### config.mk
export PLATFORM = sky130hd
export DESIGN_NAME = bds_job_fifo
export DESIGN_NICKNAME = d
export VERILOG_FILES = /design/src/rtl/core/bds_pkg.sv /design/src/rtl/core/bds_job_fifo.sv
export SDC_FILE = /design/constraint.sdc
export NUM_CORES = 1
export LEC_CHECK = 0
export BUFFER_PORTS_ARGS = -buffer_cell sky130_fd_sc_hd__clkbuf_2
export CORE_MARGIN = 8
export CORE_UTILIZATION = 50
export DETAILED_ROUTE_END_ITERATION = 6
export GPL_TIMING_DRIVEN = 0
export PLACE_DENSITY = 0.76
export SLEW_MARGIN = 20
export SYNTH_ARGS = -nofsm -noshare
export SYNTH_HDL_FRONTEND = slang
export SYNTH_SLANG_ARGS = --single-unit
### constraint.sdc
create_clock -name clk -period 4 [get_ports clk]
set_clock_uncertainty 0.15 [all_clocks]
set_input_delay 0.2 -clock clk [delete_from_list [all_inputs] [get_ports clk]]
set_output_delay 0.2 -clock clk [all_outputs]
set_load 0.05 [all_outputs]
### src/rtl/core/bds_pkg.sv
// shared constants and types of the 2x2 box downsample and int8 quantiser
// no dependencies; imported by every module of the block
package bds_pkg;

    // source frame geometry
    localparam int SRC_WIDTH  = 192;
    localparam int SRC_HEIGHT = 192;

    // counters and line store
    localparam int COL_W        = $clog2(SRC_WIDTH);
    localparam int ROW_W        = $clog2(SRC_HEIGHT);
    localparam int IDX_W        = COL_W - 1;
    localparam int STORE_DEPTH  = SRC_WIDTH / 2;
    localparam int ADDR_W       = (STORE_DEPTH > 1) ? $clog2(STORE_DEPTH) : 1;
    localparam int LAST_OUT_COL = (SRC_WIDTH / 2) * 2 - 1;
    localparam int LAST_OUT_ROW = (SRC_HEIGHT / 2) * 2 - 1;

    // channel widths
    localparam int PIX_W  = 8;
    localparam int PAIR_W = PIX_W + 1;
    localparam int SUM_W  = PIX_W + 2;

    // fixed point quantiser
    localparam int GAIN_W     = 32;
    localparam int FRAC_BITS  = 24;
    localparam int ZERO_W     = 8;
    localparam int DIFF_W     = SUM_W + 1;
    localparam int PROD_W     = DIFF_W + GAIN_W + 1;
    localparam int QUOT_W     = PROD_W - FRAC_BITS + 1;
    localparam logic [GAIN_W-1:0] GAIN_RESET = 32'd4210752;
    localparam logic signed [DIFF_W-1:0] SUM_MID = 11'sd510;

    // job queue between front and back
    localparam int JOB_DEPTH = 4;
    localparam int JPTR_W    = $clog2(JOB_DEPTH);

    // configuration register indexes
    typedef enum logic [0:0] {
        CFG_GAIN = 1'b0,
        CFG_ZERO = 1'b1
    } cfg_index_t;

    // one 2x2 block sum on its way to the quantiser
    typedef struct packed {
        logic [SUM_W-1:0] sum_red;
        logic [SUM_W-1:0] sum_green;
        logic [SUM_W-1:0] sum_blue;
        logic             last;
    } job_t;

endpackage

### src/rtl/core/bds_job_fifo.sv
// short job queue between front end and quantiser
// depends on bds_pkg for the job word and depth
module bds_job_fifo (
    input  logic           clk,
    input  logic           rst_n,
    input  logic           wr_en,
    input  bds_pkg::job_t  wr_data,
    output logic           full,
    input  logic           rd_en,
    output bds_pkg::job_t  rd_data,
    output logic           empty
);
    import bds_pkg::*;

    job_t                 slot_reg [JOB_DEPTH];
    logic [JPTR_W-1:0]    wr_ptr_reg, wr_ptr_next;
    logic [JPTR_W-1:0]    rd_ptr_reg, rd_ptr_next;
    logic [JPTR_W:0]      count_reg, count_next;
    logic                 do_wr, do_rd;

    assign full    = (count_reg == (JPTR_W+1)'(JOB_DEPTH));
    assign empty   = (count_reg == '0);
    assign do_wr   = wr_en & ~full;
    assign do_rd   = rd_en & ~empty;
    assign rd_data = slot_reg[rd_ptr_reg];

    // pointer and fill count update
    always_comb
    begin
        wr_ptr_next = do_wr ? JPTR_W'(wr_ptr_reg + 1'b1) : wr_ptr_reg;
        rd_ptr_next = do_rd ? JPTR_W'(rd_ptr_reg + 1'b1) : rd_ptr_reg;
        count_next  = count_reg;
        if (do_wr && !do_rd)
        begin
            count_next = count_reg + 1'b1;
        end
        else if (do_rd && !do_wr)
        begin
            count_next = count_reg - 1'b1;
        end
    end

    always_ff @(posedge clk or negedge rst_n)
    begin
        if (!rst_n)
        begin
            wr_ptr_reg <= '0;
            rd_ptr_reg <= '0;
            count_reg  <= '0;
        end
        else
        begin
            wr_ptr_reg <= wr_ptr_next;
            rd_ptr_reg <= rd_ptr_next;
            count_reg  <= count_next;
        end
    end

    // word storage
    always_ff @(posedge clk)
    begin
        if (do_wr)
        begin
            slot_reg[wr_ptr_reg] <= wr_data;
        end
    end

endmodule

==> summary.md <==
| Metric | Value |
|---|---|
| CP cell instances | or3_1 -> nand2_1 -> ha_1 -> inv_1 -> fa_1 -> xor2_1 -> nor2_1 -> xor2_1 |
| Async SR Flop Fraction | 5.34% |
| Commonest cells in the netlist | edfxtp_1, mux4_2, dfrtp_1 |
| Most common cell on crit path | xor2_1 |
| Total vias in the final route | 2338 |
| Die W | around 120 um |
| Worst-Margin Slew | around 460 ps |
| Synth top area share | 75.3% |
| Core area | 0.00968 mm2 |
| MaxCap Viol Count | 0 |
| Crit path DAT | 2590 ps |
| Gr usage total | 14.0% |
| Final Hold Vio Count | 0 |
| Worst setup path class | reg -> reg |
| Global-route wire length before repair | 13400 um |
| Worst hold-check path type | in -> reg |
| Synthesized cell area | 0.00494 mm2 |
| GP Congestion | 0.650 |
| Post-synth EDFFs | 124 |
| Pwr Density | 837 mW/mm2 |
| Row count | 36 |
| Count leader, synth | edfxtp_1 |
| Port bufs | 67 |
| Final setup viols | 0 |
| Reg clk slew, reported paths | about 60 ps |
| Distinct cells, synth | 21 |
| Setup tns final | 0 ps |
| Largest net degree at the start of global routing | 22 |
| Synth top area cells | edfxtp_1, mux4_2, dfrtp_1 |
| Layout cell share with drive strength beyond 1 | 42.0% |
| Sinks on Clock Net | about 130 |
| Routed WL | about 8500 um |
| HPWL after detailed placement | around 5400 um |
| CP endpoint kind | register |
| Fin crit share | 57.7% |
| Largest register FFs | approximately 120 |
| Worst Path Required | 4290 ps |
| Pre-antenna DRT Iters | 4 |
| DRC errors left | 0 |
| Congestion Overflow GR | 0 |
| Kind of cell adding the most delay to the critical path | simple AND/OR/NAND/NOR gates |
| Clock latency on the worst-skew pair | between 500 and 600 ps |
| Net count, final | 364 |
| Slowest CP cell | dfrtp_1 |
| H-tree depth | 4 |
| Initial antenna violation count | 0 |
| Syn-to-layout area delta | 30.4% |
| Maximum fanout along the worst path | 4 |
| Vias in the first global route | 2622 |
| Initial DRC count | 81 |
| Root buf cell | clkbuf_8 |
| Max Freq | between 400 and 500 MHz |
| Die ar. | 0.0133 mm2 |
| Post-layout minimum cycle time | 2310 ps |
| Post-Syn Instances | 198 |
| RSZ-0062 raised after global routing | no |
| Final core utilization | 66.6% |
| WL per Instance | roughly 18 um |
| Die height | about 120 um |
| Syn Nets | between 200 and 250 |
| Met1 usage | 16.0% |
| Post-DRT Antenna Nets | 0 |
| Static leakage | between 2 and 2.5 nW |
| Yosys warns | 0 |
| # diodes | 0 |
| Grt peak-use layer | met2 |
| Vias/cell | 4.99 |
| Number of synthesized register bits | about 130 |
| Slowest stage delay, CP | 440 ps |
| Cell accounting for the most synthesized area | edfxtp_1 |
| Starting Density | between 50% and 60% |
| Status | completed |
| Startpoint types | register |
| Seq/Total Area, Yosys | 78.8% |
| Syn avg cell area | 25.0 um2 |
| Cts bufs inserted | 17 |
| IO Count | 68 |
| CTS tree | yes |
| Predominant post-synthesis flop cell | edfxtp_1 |
| GR met2 Demand/Resource | 22.7% |
| CTS max path bufs | 2 |
| Cts repair resizes | 0 |
| Pins Over Slew Limit | 0 |
| Met3 Use GR | 5.32% |
| Worst VDD drop | 433 uV |
| WP buf/inv | 1 |
| Rel. slew slack | 69.0% |
logic make-up after synthesis:
group / Yosys count / synth area share, %
buffers and inverters: 12 / 2.28
AND/OR/NAND/NOR: 10 / 1.26
flip-flops: 131 / 78.8
XOR/XNOR: 6 / 1.06
adder cells (fa/ha/maj): 6 / 1.67
multiplexers: 33 / 14.9
path summary, 6_finish.rpt:
check	startpoint	endpoint	slack (ps)	depth (start not counted)
max	count_reg[0]$_DFFE_PN0P_	count_reg[2]$_DFFE_PN0P_	1690	8
min	wr_data[9]	slot_reg[2][9]$_DFFE_PP_	280	2
max reg2reg	count_reg[0]$_DFFE_PN0P_	count_reg[2]$_DFFE_PN0P_	1690	8
min reg2reg	count_reg[2]$_DFFE_PN0P_	count_reg[2]$_DFFE_PN0P_	340	1
max in group asynchronous	rst_n	count_reg[2]$_DFFE_PN0P_	2970	3
min in group asynchronous	rst_n	count_reg[0]$_DFFE_PN0P_	490	3
timing repair:
| action | 4_1_cts | 5_1_grt |
|---|---|---|
| endpoints found under the hold margin | 134 | 0 |
| hold buffers | 35 | 0 |
| setup buffers | 0 | 0 |
metal layers:
layer	wire length, um	vias up
met2	4380	56
met4	150	0
met3	432	14
met5	0	-
met1	3550	1188
li1	-	1080
report_power, final:
group	leakage [nW]	internal, W	switching, W
combinational	0.858	0.000721	0.00137
clock	0.263	0.000877	0.000528
sequential	1.22	0.00182	0.0000841
total	2.34	0.00342	0.00198
worst reg2reg max path: stages, from the launching register on:
cell	delay (ps)
dfrtp_1	440
or3_1	440
nand2_1	120
ha_1	200
inv_1	60
fa_1	370
xor2_1	150
nor2_1	110
xor2_1	170
cell usage in the layout (no fill, tap or decap), drive strengths merged, types with 2 or more instances in the layout:
cell,netlist,final
xor2,2,2
xnor2,4,4
mux4,31,31
ha,5,5
buf,8,12
clkbuf,0,88
bufinv,0,2
inv,4,4
mux2,2,2
dfrtp,7,7
edfxtp,124,124
dlygate4sd3,0,35
clkinv,0,7
clkinvlp,0,2
and2,4,4
stage by stage:
stage / instance area (um2) / hold slack, ps / total power (W) / setup WS [ps] / std cells
after floorplan: 4940 / -246 / 0.00352 / 1380 / 198
final: 6450 / 284 / 0.00540 / 1690 / 469
after CTS: 6450 / 264 / 0.00548 / 1660 / 469
after global routing: 6450 / 274 / 0.00563 / 1550 / 469
after global placement: 5450 / -109 / 0.00395 / 1270 / 398
after detailed placement: 5550 / -107 / 0.00404 / 1710 / 402
final cells by class:
type                            count  area (um2)
Buffer                              8        97.6
Clock buffer                       21         429
Clock inverter                     11         113
Fill cell                         622        3240
Inverter                            4        15.0
Multi-Input combinational cell     55         938
Sequential cell                   131        3900
Tap cell                          133         166
Timing Repair Buffer              106         788
No activity file was read; power rests on OpenSTA's default activity.
