==> config.mk <==
export PLATFORM = sky130hd
export DESIGN_NAME = bds_front
export DESIGN_NICKNAME = d
export VERILOG_FILES = /design/src/rtl/core/bds_pkg.sv /design/src/rtl/core/bds_front.sv
export SDC_FILE = /design/constraint.sdc
export NUM_CORES = 2
export LEC_CHECK = 0
export BUFFER_PORTS_ARGS = -buffer_cell sky130_fd_sc_hd__buf_2
export CAP_MARGIN = 0
export CELL_PAD_IN_SITES_DETAIL_PLACEMENT = 1
export CELL_PAD_IN_SITES_GLOBAL_PLACEMENT = 2
export CORE_ASPECT_RATIO = 1.2
export CORE_UTILIZATION = 54
export CTS_CLUSTER_SIZE = 24
export DETAILED_ROUTE_END_ITERATION = 10
export PLACE_DENSITY_LB_ADDON = 0.1
export SLEW_MARGIN = 5
export SYNTH_ARGS = -nofsm -noshare
export SYNTH_HDL_FRONTEND = slang
export SYNTH_SLANG_ARGS = --single-unit
export TNS_END_PERCENT = 50
==> constraint.sdc <==
create_clock -name clk -period 17.2 [get_ports clk]
set_clock_uncertainty 0.2 [all_clocks]
set_input_delay 1.72 -clock clk [delete_from_list [all_inputs] [get_ports clk]]
set_output_delay 1.72 -clock clk [all_outputs]
set_load 0.03 [all_outputs]
==> src/rtl/core/bds_pkg.sv <==
// shared constants and types of the 2x2 box downsample and int8 quantiser
// no dependencies; imported by every module of the block
package bds_pkg;

    // source frame geometry
    localparam int SRC_WIDTH  = 192;
    localparam int SRC_HEIGHT = 192;

    // counters and line store
    localparam int COL_W        = $clog2(SRC_WIDTH);
    localparam int ROW_W        = $clog2(SRC_HEIGHT);
    localparam int IDX_W        = COL_W - 1;
    localparam int STORE_DEPTH  = SRC_WIDTH / 2;
    localparam int ADDR_W       = (STORE_DEPTH > 1) ? $clog2(STORE_DEPTH) : 1;
    localparam int LAST_OUT_COL = (SRC_WIDTH / 2) * 2 - 1;
    localparam int LAST_OUT_ROW = (SRC_HEIGHT / 2) * 2 - 1;

    // channel widths
    localparam int PIX_W  = 8;
    localparam int PAIR_W = PIX_W + 1;
    localparam int SUM_W  = PIX_W + 2;

    // fixed point quantiser
    localparam int GAIN_W     = 32;
    localparam int FRAC_BITS  = 24;
    localparam int ZERO_W     = 8;
    localparam int DIFF_W     = SUM_W + 1;
    localparam int PROD_W     = DIFF_W + GAIN_W + 1;
    localparam int QUOT_W     = PROD_W - FRAC_BITS + 1;
    localparam logic [GAIN_W-1:0] GAIN_RESET = 32'd4210752;
    localparam logic signed [DIFF_W-1:0] SUM_MID = 11'sd510;

    // job queue between front and back
    localparam int JOB_DEPTH = 4;
    localparam int JPTR_W    = $clog2(JOB_DEPTH);

    // configuration register indexes
    typedef enum logic [0:0] {
        CFG_GAIN = 1'b0,
        CFG_ZERO = 1'b1
    } cfg_index_t;

    // one 2x2 block sum on its way to the quantiser
    typedef struct packed {
        logic [SUM_W-1:0] sum_red;
        logic [SUM_W-1:0] sum_green;
        logic [SUM_W-1:0] sum_blue;
        logic             last;
    } job_t;

endpackage

==> src/rtl/core/bds_front.sv <==
// front end: pixel counters, pair sums, line store and 2x2 block sums
// depends on bds_pkg; pushes one job per output pixel into the job queue
module bds_front (
    input  logic                    clk,
    input  logic                    rst_n,
    input  logic                    push,
    output logic                    full,
    input  logic [7:0]              red_in,
    input  logic [7:0]              green_in,
    input  logic [7:0]              blue_in,
    output bds_pkg::job_t           job,
    output logic                    job_push,
    input  logic                    job_full
);
    import bds_pkg::*;

    logic [COL_W-1:0]        col_reg, col_next;
    logic [ROW_W-1:0]        row_reg, row_next;
    logic [3*PIX_W-1:0]      hold_reg;
    logic [3*PAIR_W-1:0]     rd_data_reg;
    logic [3*PAIR_W-1:0]     store_mem [STORE_DEPTH];
    logic                    accept;
    logic                    col_odd;
    logic                    row_odd;
    logic [IDX_W-1:0]        idx;
    logic                    in_range;
    logic [PAIR_W-1:0]       pair_red, pair_green, pair_blue;

    // handshake
    assign full    = job_full;
    assign accept  = push & ~job_full;
    assign col_odd = col_reg[0];
    assign row_odd = row_reg[0];
    assign idx     = col_reg[COL_W-1:1];
    assign in_range = ({1'b0, idx} < (IDX_W+1)'(STORE_DEPTH));

    // horizontal pair sums
    assign pair_red   = {1'b0, hold_reg[PIX_W-1:0]}         + {1'b0, red_in};
    assign pair_green = {1'b0, hold_reg[2*PIX_W-1:PIX_W]}   + {1'b0, green_in};
    assign pair_blue  = {1'b0, hold_reg[3*PIX_W-1:2*PIX_W]} + {1'b0, blue_in};

    // block sums with the pair from the row above
    assign job.sum_red   = {1'b0, rd_data_reg[PAIR_W-1:0]} + {1'b0, pair_red};
    assign job.sum_green = {1'b0, rd_data_reg[2*PAIR_W-1:PAIR_W]} + {1'b0, pair_green};
    assign job.sum_blue  = {1'b0, rd_data_reg[3*PAIR_W-1:2*PAIR_W]} + {1'b0, pair_blue};
    assign job.last      = (row_reg == ROW_W'(LAST_OUT_ROW)) &&
                           (col_reg == COL_W'(LAST_OUT_COL));
    assign job_push      = accept & col_odd & row_odd;

    // position counters
    always_comb
    begin
        col_next = col_reg;
        row_next = row_reg;
        if (accept)
        begin
            if (col_reg == COL_W'(SRC_WIDTH - 1))
            begin
                col_next = '0;
                if (row_reg == ROW_W'(SRC_HEIGHT - 1))
                begin
                    row_next = '0;
                end
                else
                begin
                    row_next = row_reg + 1'b1;
                end
            end
            else
            begin
                col_next = col_reg + 1'b1;
            end
        end
    end

    always_ff @(posedge clk or negedge rst_n)
    begin
        if (!rst_n)
        begin
            col_reg <= '0;
            row_reg <= '0;
        end
        else
        begin
            col_reg <= col_next;
            row_reg <= row_next;
        end
    end

    // even column pixel held for its partner
    always_ff @(posedge clk)
    begin
        if (accept && !col_odd)
        begin
            hold_reg <= {blue_in, green_in, red_in};
        end
    end

    // line store: written on even rows, read one pixel ahead on odd rows
    always_ff @(posedge clk)
    begin
        if (accept && col_odd && !row_odd && in_range)
        begin
            store_mem[idx[ADDR_W-1:0]] <= {pair_blue, pair_green, pair_red};
        end
        if (accept && !col_odd && row_odd && in_range)
        begin
            rd_data_reg <= store_mem[idx[ADDR_W-1:0]];
        end
    end

endmodule

==> impl_metrics.toml <==
[synth]
synth_ff_type = "edfxtp_1"
synth_top_family_by_area = "multiplexers"
synthAdderAreaFrac_pct = 0.797
synthMuxAreaShare_pct = 11.8
synth_enable_flop_cells = 2643
synthArstFlopShare_pct = 0.602
synth_most_common_cell = "edfxtp_1"
postSynthCellCount = 5161
ys_types = 64
yosysSeqAreaShare_pct = 77.5
synth_top_area_cell = "edfxtp_1"
synthTopCellsByCount = "2643 x edfxtp_1, 379 x mux4_2, 316 x mux2i_1, 246 x nor2_1, 240 x a221oi_1"
avgSynthCellArea_um2 = 19.9
ys_ff_latch = 2659
synth_top_area_share_pct = 77.1
syn_area_mm2 = 0.103
synth_fp_nets = 5251
ys_warn_count = 0
synth_compound_area_share_pct = 5.83
synthSimpleGateAreaFrac_pct = 2.23
netlist_top_cells_area = "edfxtp_1 77%, mux4_2 8.3%, mux2i_1 3.1%, a221oi_1 2.0%, nor2_1 0.90%"
synth_xor_area_share_pct = 0.374

[grt]
first_global_vias = 57400
grt_max_degree = 108
grt_antenna_before_repair = 30
grt.total_usage_pct = 34.1
grt_pass1_wl_um = 451000
grt_overflow = 0

[clock_tree]
clkTransAtPathRegs_ps = 60
cts-root-buf = "clkbuf_16"
cts_sinks = 2659
hold_buffers = 0
cts_setup_buffers = 0
cts_resized = 0
clock_tree.buffer_depth = 4
htreeDepth = 5
numCtsBuffers = 281
insertion_delay_ps = 940
cts_tree = "done"

[placed_design]
place_congestion = 0.840
hpwl_um = 181000
io_buffers = 60

[drt]
drtIter0Drc = 7263
dr.pass1.iters = 6
drc = 0
wl_um = 328000
drt.antenna.violating_nets = 0
routedWlPerCell_um = 40.4
vias = 56500
viasPerCell = 6.96

[setup_path]
endpoint_kind = "output pin"
start_kind = "input pin"
required_ps = 15280
path_depth = 15
crit_buf_inv = 3
slowest_delay_ps = 520
cpMostUsedCell = "a21oi_1"
reg2reg_depth = 9
arrival_ps = 5630
critical_path_class = "in2out"
path_cells = "buf_2 > ha_4 > fa_4 > a21o_1 > a21oi_1 > o21bai_1 > a21oi_1 > xnor2_2 > buf_4 > ha_1 > or2_2 > a21oi_1 > a21oi_1 > xor2_1 > buf_2"
critical_path.max_fanout = 51
path_delay_family = "compound AO/OA/AOI/OAI gates"
slowest_stage = "buf_4"

[cells_and_area]
multi_input_area_mm2 = 0.0228
final_net_count = 5519
n_fill_cell = 15700
drive_above_1_share_pct = 21.9
largest_reg_flops = 2592
seq_area_mm2 = 0.0798
synthToLayoutAreaGrowth_pct = 13.0

[timing]
fin_crit_sh_pct = 43.9
setup_viol = 0
worstMarginPinSlew_ps = 1400
slew-limit-headroom_pct = 5.15
final.setup.tns_ps = 0
clock.fmax_ghz = 0.133
fin_crit_ps = 7550
hold_viol_final = 0
drv_slew = 0
rsz0062_at_grt = "false"

[floorplan]
die_width_um = 401
start_util_pct = 54.4
core_area_mm2 = 0.189
ios = 61
fp.dieArea_mm2 = 0.192
die_h_um = 480
row_count = 175

[power_and_ir_drop]
ir_drop_mv = 0.120
p_leak_uw = 0.0367
p_total_uw = 17900
power.density_mw_per_mm2 = 154

[job]
cap_violations = 0

[run_status]
status = "finished, final reports clean"

[worst_hold_path]
hp-class = "reg2reg"
hold_depth = 1
## layout make-up
cell class,instances,area share [%]
tap,2478,2.66
timing repair buffer,294,1.84
multi-input combinational,2185,19.6
inverter,8,0.0290
sequential,2659,68.6
clock inverter,124,0.871
antenna,18,0.0387
clock buffer,347,6.40
## final timing paths
check                           startpoint             end  slack [ps]
worst max-delay path             red_in[0]         job[29]        9650
worst min-delay path            row_reg[5]      row_reg[5]         300
worst max register to register  col_reg[1]  rd_data_reg[1]       11430
worst min register to register  row_reg[5]      row_reg[5]         300
max in group asynchronous            rst_n      col_reg[4]       15930
min in group asynchronous            rst_n      row_reg[0]         530
## cells in the final DEF (no fill, tap or decap), types with 97 or more instances in the layout
cell,instances
a21oi_1,133
a221oi_1,240
a22oi_1,121
buf_4,227
clkbuf_16,289
edfxtp_1,2643
mux2i_1,316
mux4_2,379
nand2_1,130
nor2_1,140
nor2_4,97
## per-layer routing
metal	share of wire (%)	wire, um	track usage (%)
met3	9.1	29700	6.80
met5	0.017	56	0
met4	4.4	14500	14.2
met1	37	123000	44.8
met2	49	161000	56.2
## logic make-up (layout without fill, tap and decap cells)
family / count (synthesis) / in the layout
AND/OR/NAND/NOR: 530 / 530
other: 0 / 18
multiplexers: 737 / 737
flip-flops: 2659 / 2659
XOR/XNOR: 44 / 44
AO/OA/AOI/OAI: 812 / 812
buffers and inverters: 317 / 773
adder cells (fa/ha/maj): 62 / 62
## metrics by stage
step	worst slack (ps)	hold slack, ps	area (um2)	cells	utilization, %
final	9650	296	116000	8113	61.4
after global placement	9690	279	108000	7624	56.9
after CTS	9640	296	116000	8095	61.4
after floorplan	7650	253	103000	5161	-
after global routing	9480	343	116000	8104	61.4
after detailed placement	9640	288	108000	7624	56.9
## power by group
group	switching, uW	leakage (uW)	internal, uW
combinational	3030	0.00858	1620
sequential	69.8	0.0240	7420
clock	2440	0.00413	3320
total	5540	0.0367	12400
No activity file was read; power rests on OpenSTA's default activity.
