==> src/rtl/core/bds_pkg.sv <==
// shared constants and types of the 2x2 box downsample and int8 quantiser
// no dependencies; imported by every module of the block
package bds_pkg;

    // source frame geometry
    localparam int SRC_WIDTH  = 192;
    localparam int SRC_HEIGHT = 192;

    // counters and line store
    localparam int COL_W        = $clog2(SRC_WIDTH);
    localparam int ROW_W        = $clog2(SRC_HEIGHT);
    localparam int IDX_W        = COL_W - 1;
    localparam int STORE_DEPTH  = SRC_WIDTH / 2;
    localparam int ADDR_W       = (STORE_DEPTH > 1) ? $clog2(STORE_DEPTH) : 1;
    localparam int LAST_OUT_COL = (SRC_WIDTH / 2) * 2 - 1;
    localparam int LAST_OUT_ROW = (SRC_HEIGHT / 2) * 2 - 1;

    // channel widths
    localparam int PIX_W  = 8;
    localparam int PAIR_W = PIX_W + 1;
    localparam int SUM_W  = PIX_W + 2;

    // fixed point quantiser
    localparam int GAIN_W     = 32;
    localparam int FRAC_BITS  = 24;
    localparam int ZERO_W     = 8;
    localparam int DIFF_W     = SUM_W + 1;
    localparam int PROD_W     = DIFF_W + GAIN_W + 1;
    localparam int QUOT_W     = PROD_W - FRAC_BITS + 1;
    localparam logic [GAIN_W-1:0] GAIN_RESET = 32'd4210752;
    localparam logic signed [DIFF_W-1:0] SUM_MID = 11'sd510;

    // job queue between front and back
    localparam int JOB_DEPTH = 4;
    localparam int JPTR_W    = $clog2(JOB_DEPTH);

    // configuration register indexes
    typedef enum logic [0:0] {
        CFG_GAIN = 1'b0,
        CFG_ZERO = 1'b1
    } cfg_index_t;

    // one 2x2 block sum on its way to the quantiser
    typedef struct packed {
        logic [SUM_W-1:0] sum_red;
        logic [SUM_W-1:0] sum_green;
        logic [SUM_W-1:0] sum_blue;
        logic             last;
    } job_t;

endpackage

==> src/rtl/core/bds_quant.sv <==
// back end: two stage int8 affine quantiser, one lane per channel
// depends on bds_pkg; stage two registers drive the result ports
module bds_quant (
    input  logic                                clk,
    input  logic                                rst_n,
    input  bds_pkg::job_t                       job,
    input  logic                                job_empty,
    output logic                                job_pop,
    input  logic [bds_pkg::GAIN_W-1:0]          gain,
    input  logic signed [bds_pkg::ZERO_W-1:0]   zero_off,
    output logic                                empty,
    input  logic                                pop,
    output logic signed [7:0]                   red_q,
    output logic signed [7:0]                   green_q,
    output logic signed [7:0]                   blue_q,
    output logic                                frame_last
);
    import bds_pkg::*;

    logic signed [PROD_W-1:0]  prod_reg [3];
    logic signed [PROD_W-1:0]  prod_next [3];
    logic                      last1_reg;
    logic                      s1_valid_reg, s1_valid_next;
    logic signed [7:0]         q_reg [3];
    logic signed [7:0]         q_next [3];
    logic                      last2_reg;
    logic                      s2_valid_reg, s2_valid_next;
    logic                      s1_ready, s2_ready;
    logic [SUM_W-1:0]          sums [3];

    assign sums[0] = job.sum_red;
    assign sums[1] = job.sum_green;
    assign sums[2] = job.sum_blue;

    // stage flow control
    assign s2_ready = ~s2_valid_reg | pop;
    assign s1_ready = ~s1_valid_reg | s2_ready;
    assign job_pop  = s1_ready & ~job_empty;
    assign s1_valid_next = job_pop ? 1'b1 : (s2_ready ? 1'b0 : s1_valid_reg);
    assign s2_valid_next = s2_ready ? s1_valid_reg : s2_valid_reg;

    // stage one: centre the sum and multiply by the gain
    always_comb
    begin
        for (int ch = 0; ch < 3; ch++)
        begin
            prod_next[ch] = PROD_W'(($signed({1'b0, sums[ch]}) - SUM_MID) *
                                    $signed({1'b0, gain}));
        end
    end

    // stage two: add zero point, round half to even, saturate
    always_comb
    begin
        logic signed [QUOT_W-1:0]  quot;
        logic [FRAC_BITS-1:0]      rem;
        logic                      up;
        for (int ch = 0; ch < 3; ch++)
        begin
            rem  = prod_reg[ch][FRAC_BITS-1:0];
            quot = QUOT_W'($signed(prod_reg[ch][PROD_W-1:FRAC_BITS])) + QUOT_W'(zero_off);
            up   = (rem > {1'b1, {(FRAC_BITS-1){1'b0}}}) ||
                   ((rem == {1'b1, {(FRAC_BITS-1){1'b0}}}) && quot[0]);
            quot = quot + QUOT_W'(up);
            priority if (quot < -QUOT_W'(128))
            begin
                q_next[ch] = -8'sd128;
            end
            else if (quot > QUOT_W'(127))
            begin
                q_next[ch] = 8'sd127;
            end
            else
            begin
                q_next[ch] = quot[7:0];
            end
        end
    end

    always_ff @(posedge clk or negedge rst_n)
    begin
        if (!rst_n)
        begin
            s1_valid_reg <= 1'b0;
            s2_valid_reg <= 1'b0;
        end
        else
        begin
            s1_valid_reg <= s1_valid_next;
            s2_valid_reg <= s2_valid_next;
        end
    end

    // stage payload
    always_ff @(posedge clk)
    begin
        if (job_pop)
        begin
            for (int ch = 0; ch < 3; ch++)
            begin
                prod_reg[ch] <= prod_next[ch];
            end
            last1_reg <= job.last;
        end
        if (s2_ready && s1_valid_reg)
        begin
            for (int ch = 0; ch < 3; ch++)
            begin
                q_reg[ch] <= q_next[ch];
            end
            last2_reg <= last1_reg;
        end
    end

    // result word
    assign empty      = ~s2_valid_reg;
    assign red_q      = q_reg[0];
    assign green_q    = q_reg[1];
    assign blue_q     = q_reg[2];
    assign frame_last = last2_reg;

endmodule
==> config.mk <==
export PLATFORM = sky130hd
export DESIGN_NAME = bds_quant
export DESIGN_NICKNAME = d
export VERILOG_FILES = /design/src/rtl/core/bds_pkg.sv /design/src/rtl/core/bds_quant.sv
export SDC_FILE = /design/constraint.sdc
export NUM_CORES = 2
export LEC_CHECK = 0
export BUFFER_PORTS_ARGS = -buffer_cell sky130_fd_sc_hd__buf_2
export CORE_ASPECT_RATIO = 0.5
export CORE_MARGIN = 2
export CORE_UTILIZATION = 51
export CTS_CLUSTER_SIZE = 10
export DETAILED_ROUTE_END_ITERATION = 8
export PLACE_DENSITY = 0.65
export SLEW_MARGIN = 5
export SYNTH_ARGS = -nofsm -noshare
export SYNTH_HDL_FRONTEND = slang
export SYNTH_SLANG_ARGS = --single-unit
export TNS_END_PERCENT = 100
==> constraint.sdc <==
create_clock -name clk -period 27.9 [get_ports clk]
set_clock_uncertainty 0.15 [all_clocks]
set_input_delay 5.58 -clock clk [delete_from_list [all_inputs] [get_ports clk]]
set_output_delay 5.58 -clock clk [all_outputs]
set_load 0.01 [all_outputs]
==> run_results.csv <==
group,metric,value,unit
cells_and_area,layout_commonest_cell,"inv_1",
floorplan,start_util,0.516,
place,dp_hpwl,88300,um
cells_and_area,area_growth,5.11,%
cts,htreeDepth,4,
cells_and_area,ff_latch_area,0.00479,sq mm
cts,cts_hold_buf,0,
grt,grt_pass1_vias,35400,
sta,period_minus_slack,13780,ps
min_path,hp-class,"reg -> reg",
yosys,postSynthCellCount,4987,
grt,grt_usage,0.269,
yosys,synth.cell_area,0.0446,sq mm
cells_and_area,finish.utilization,0.543,
grt,grt_overflow,0,
grt,grt_first_pass_wirelength,190000,um
worst_setup_path,crit_arrival,13940,ps
detailed_routing,vias,34000,
sta,max_slew_margin,0.200,
worst_setup_path,crit_path_end_kind,"flip-flop",
worst_setup_path,crit_required,28060,ps
cells_and_area,largest_register_ffs,132,
worst_setup_path,cp_max_fo,37,
worst_setup_path,cp-start-kind,"input port",
cells_and_area,finalNetCount,6218,
sta,period_share,0.494,
detailed_routing,ant_nets,0,
min_path,hold_path.startpoint,"last1_reg",
cts,cts_buffers,17,
detailed_routing,firstDrtPassIters,7,
yosys,synth_ff_type,"edfxtp_1",
worst_setup_path,critPathKind,"in -> reg",
yosys,postSynthAreaPerCell,8.94,sq um
grt,antenna_found_initial,4,
floorplan,die_h,213,um
sta,worst_pin_slew,1180,ps
floorplan,row_count,76,
sta,clock.fmax,72.6,MHz
floorplan,fp.coreArea,0.0863,sq mm
detailed_routing,via_per_inst,5.56,
cells_and_area,multiInputGateArea,0.0355,sq mm
yosys,synth-edff-count,158,
sta,final-hold-violation-count,0,
worst_setup_path,cp-startpoint,"job[2]",
detailed_routing,wire_per_inst,19.1,um
cts,cts-root-buf,"clkbuf_16",
cts,clk_latency,520,ps
cells_and_area,fillers,7813,
yosys,synth_cell_types,99,
cts,numClockSinks,160,
place,port_buffers,101,
floorplan,dieArea,0.0899,sq mm
place,gp_congestion,0.901,
cts,cts_tree,"built",
flow_run,drv_cap,0,
cells_and_area,final_layout_size_suffix_gt1_frac,0.0545,
cts,post_cts_buffers,0,
cts,cts_resized,0,
detailed_routing,routed_wl,117000,um
floorplan,io_pins,102,
detailed_routing,drt_iter0_markers,2028,
floorplan,die_w,422,um
yosys,synth_nets,6283,
cts,cts.clk_slew.worst_paths,80,ps
yosys,yosysWarnings,0,
sta,rsz0062_at_grt,"no",
cts,cts_buffer_depth,2,
run_status,outcome,"complete, no violations",
sta,finalMaxSlewViolations,0,
sta,fin_tns_setup,0,ps
worst_setup_path,r2r_start,"prod_reg[0][68]",
sta,finalSetupViolations,0,
detailed_routing,drc,0,
yosys,ys_ff_latch,160,
cells_and_area,final_cell_mix,"963 x inv_1, 813 x fa_1, 642 x nand2_1, 408 x ha_1, 343 x and2_1",
grt,grt_max_degree,72,
yosys,yosysSeqAreaShare,0.108,
worst_setup_path,regToRegSetupSlack,22490,ps
yosys,synthArstFlopShare,0.0125,
## synthesized netlist by cell type (12+ instances only)
master	number	area, sq um
a21oi_1	161	806
o21bai_1	12	90.1
nand4_1	15	93.8
nand3_1	67	335
a211oi_1	23	173
a21o_1	87	653
ha_1	408	5100
or2_2	31	194
nor2b_1	124	776
a31oi_1	21	131
fa_1	813	16300
o21ai_0	77	385
nand2_1	642	2410
nor2_1	212	796
o211ai_1	17	128
nor4_1	36	225
o21a_1	37	278
clkbuf_1	210	788
xor2_1	52	455
nand2b_1	29	181
inv_1	963	3610
and3_1	34	213
mux2i_1	14	140
xnor2_1	135	1180
o21ai_1	14	70.1
and2_1	343	2150
or3_1	16	100
nor3_1	38	190
edfxtp_1	158	4740
o31ai_1	14	105
## layout make-up
type                            instances  share of cell area
Sequential cell                       160               0.102
Inverter                              963              0.0772
Timing Repair Buffer                  137              0.0168
Tap cell                             1170              0.0312
Multi-Input combinational cell       3643               0.758
Clock buffer                           17             0.00908
Antenna cell                            6            0.000320
Clock inverter                         15             0.00465
## stage by stage
| step | cells | setup slack, ps | hold slack (ps) | cell area [sq um] |
|---|---|---|---|---|
| detailed placement | 6073 | 13800 | 261 | 46200 |
| floorplan | 4987 | 9970 | 250 | 44600 |
| global route | 6106 | 13710 | 282 | 46800 |
| CTS | 6105 | 14330 | 281 | 46800 |
| finish | 6111 | 14120 | 276 | 46900 |
| global placement | 6073 | 13810 | 256 | 46200 |
## layer usage
| metal | track usage | part of all wire | vias to the layer above |
|---|---|---|---|
| li1 | - | - | 15500 |
| met1 | 0.389 | 0.47 | 17200 |
| met2 | 0.413 | 0.43 | 1191 |
| met3 | 0.0624 | 0.088 | 128 |
| met5 | 0 | 0 | - |
| met4 | 0.0612 | 0.019 | 0 |
## path summary, 6_finish.rpt
| kind | to | cells past startpoint |
|---|---|---|
| worst min register to register | frame_last | 0 |
| min in group asynchronous | s2_valid_reg | 1 |
| worst max-delay path | prod_reg[0][130] | 23 |
| worst max register to register | q_reg[0][14] | 15 |
| max in group asynchronous | s1_valid_reg | 1 |
| worst min-delay path | frame_last | 0 |
## critical path, cell delays in order
cell and delay [ps]:
buf_2 680, nand3_1 340, xnor2_4 980, and2_1 270
fa_1 420, fa_1 510, fa_1 430, fa_1 490
inv_1 50, fa_1 470, inv_1 40, ha_1 330
a21o_1 180, a21o_1 180, a21oi_1 180, o21ai_0 140
nand3_1 100, o21ai_0 240, o41ai_1 1090, o21ai_0 380
a31oi_1 460, nor3_1 80, a311oi_1 270
## logic make-up (layout without fill, tap and decap cells)
family,Yosys count,after routing,share of synthesized area
AOI/OAI and AO/OA,580,580,0.0888
xor gates and xnor gates,188,188,0.0371
adders and majority gates,1221,1221,0.480
buffers and inverters,1184,1132,0.100
DFF,160,160,0.108
muxes,16,16,0.00365
other,0,6,0
and+or+nand+nor,1638,1638,0.183
Power is left out: the tool's default activity adds up to more than one toggle a clock period on the data nets, which glitch-free logic cannot reach.
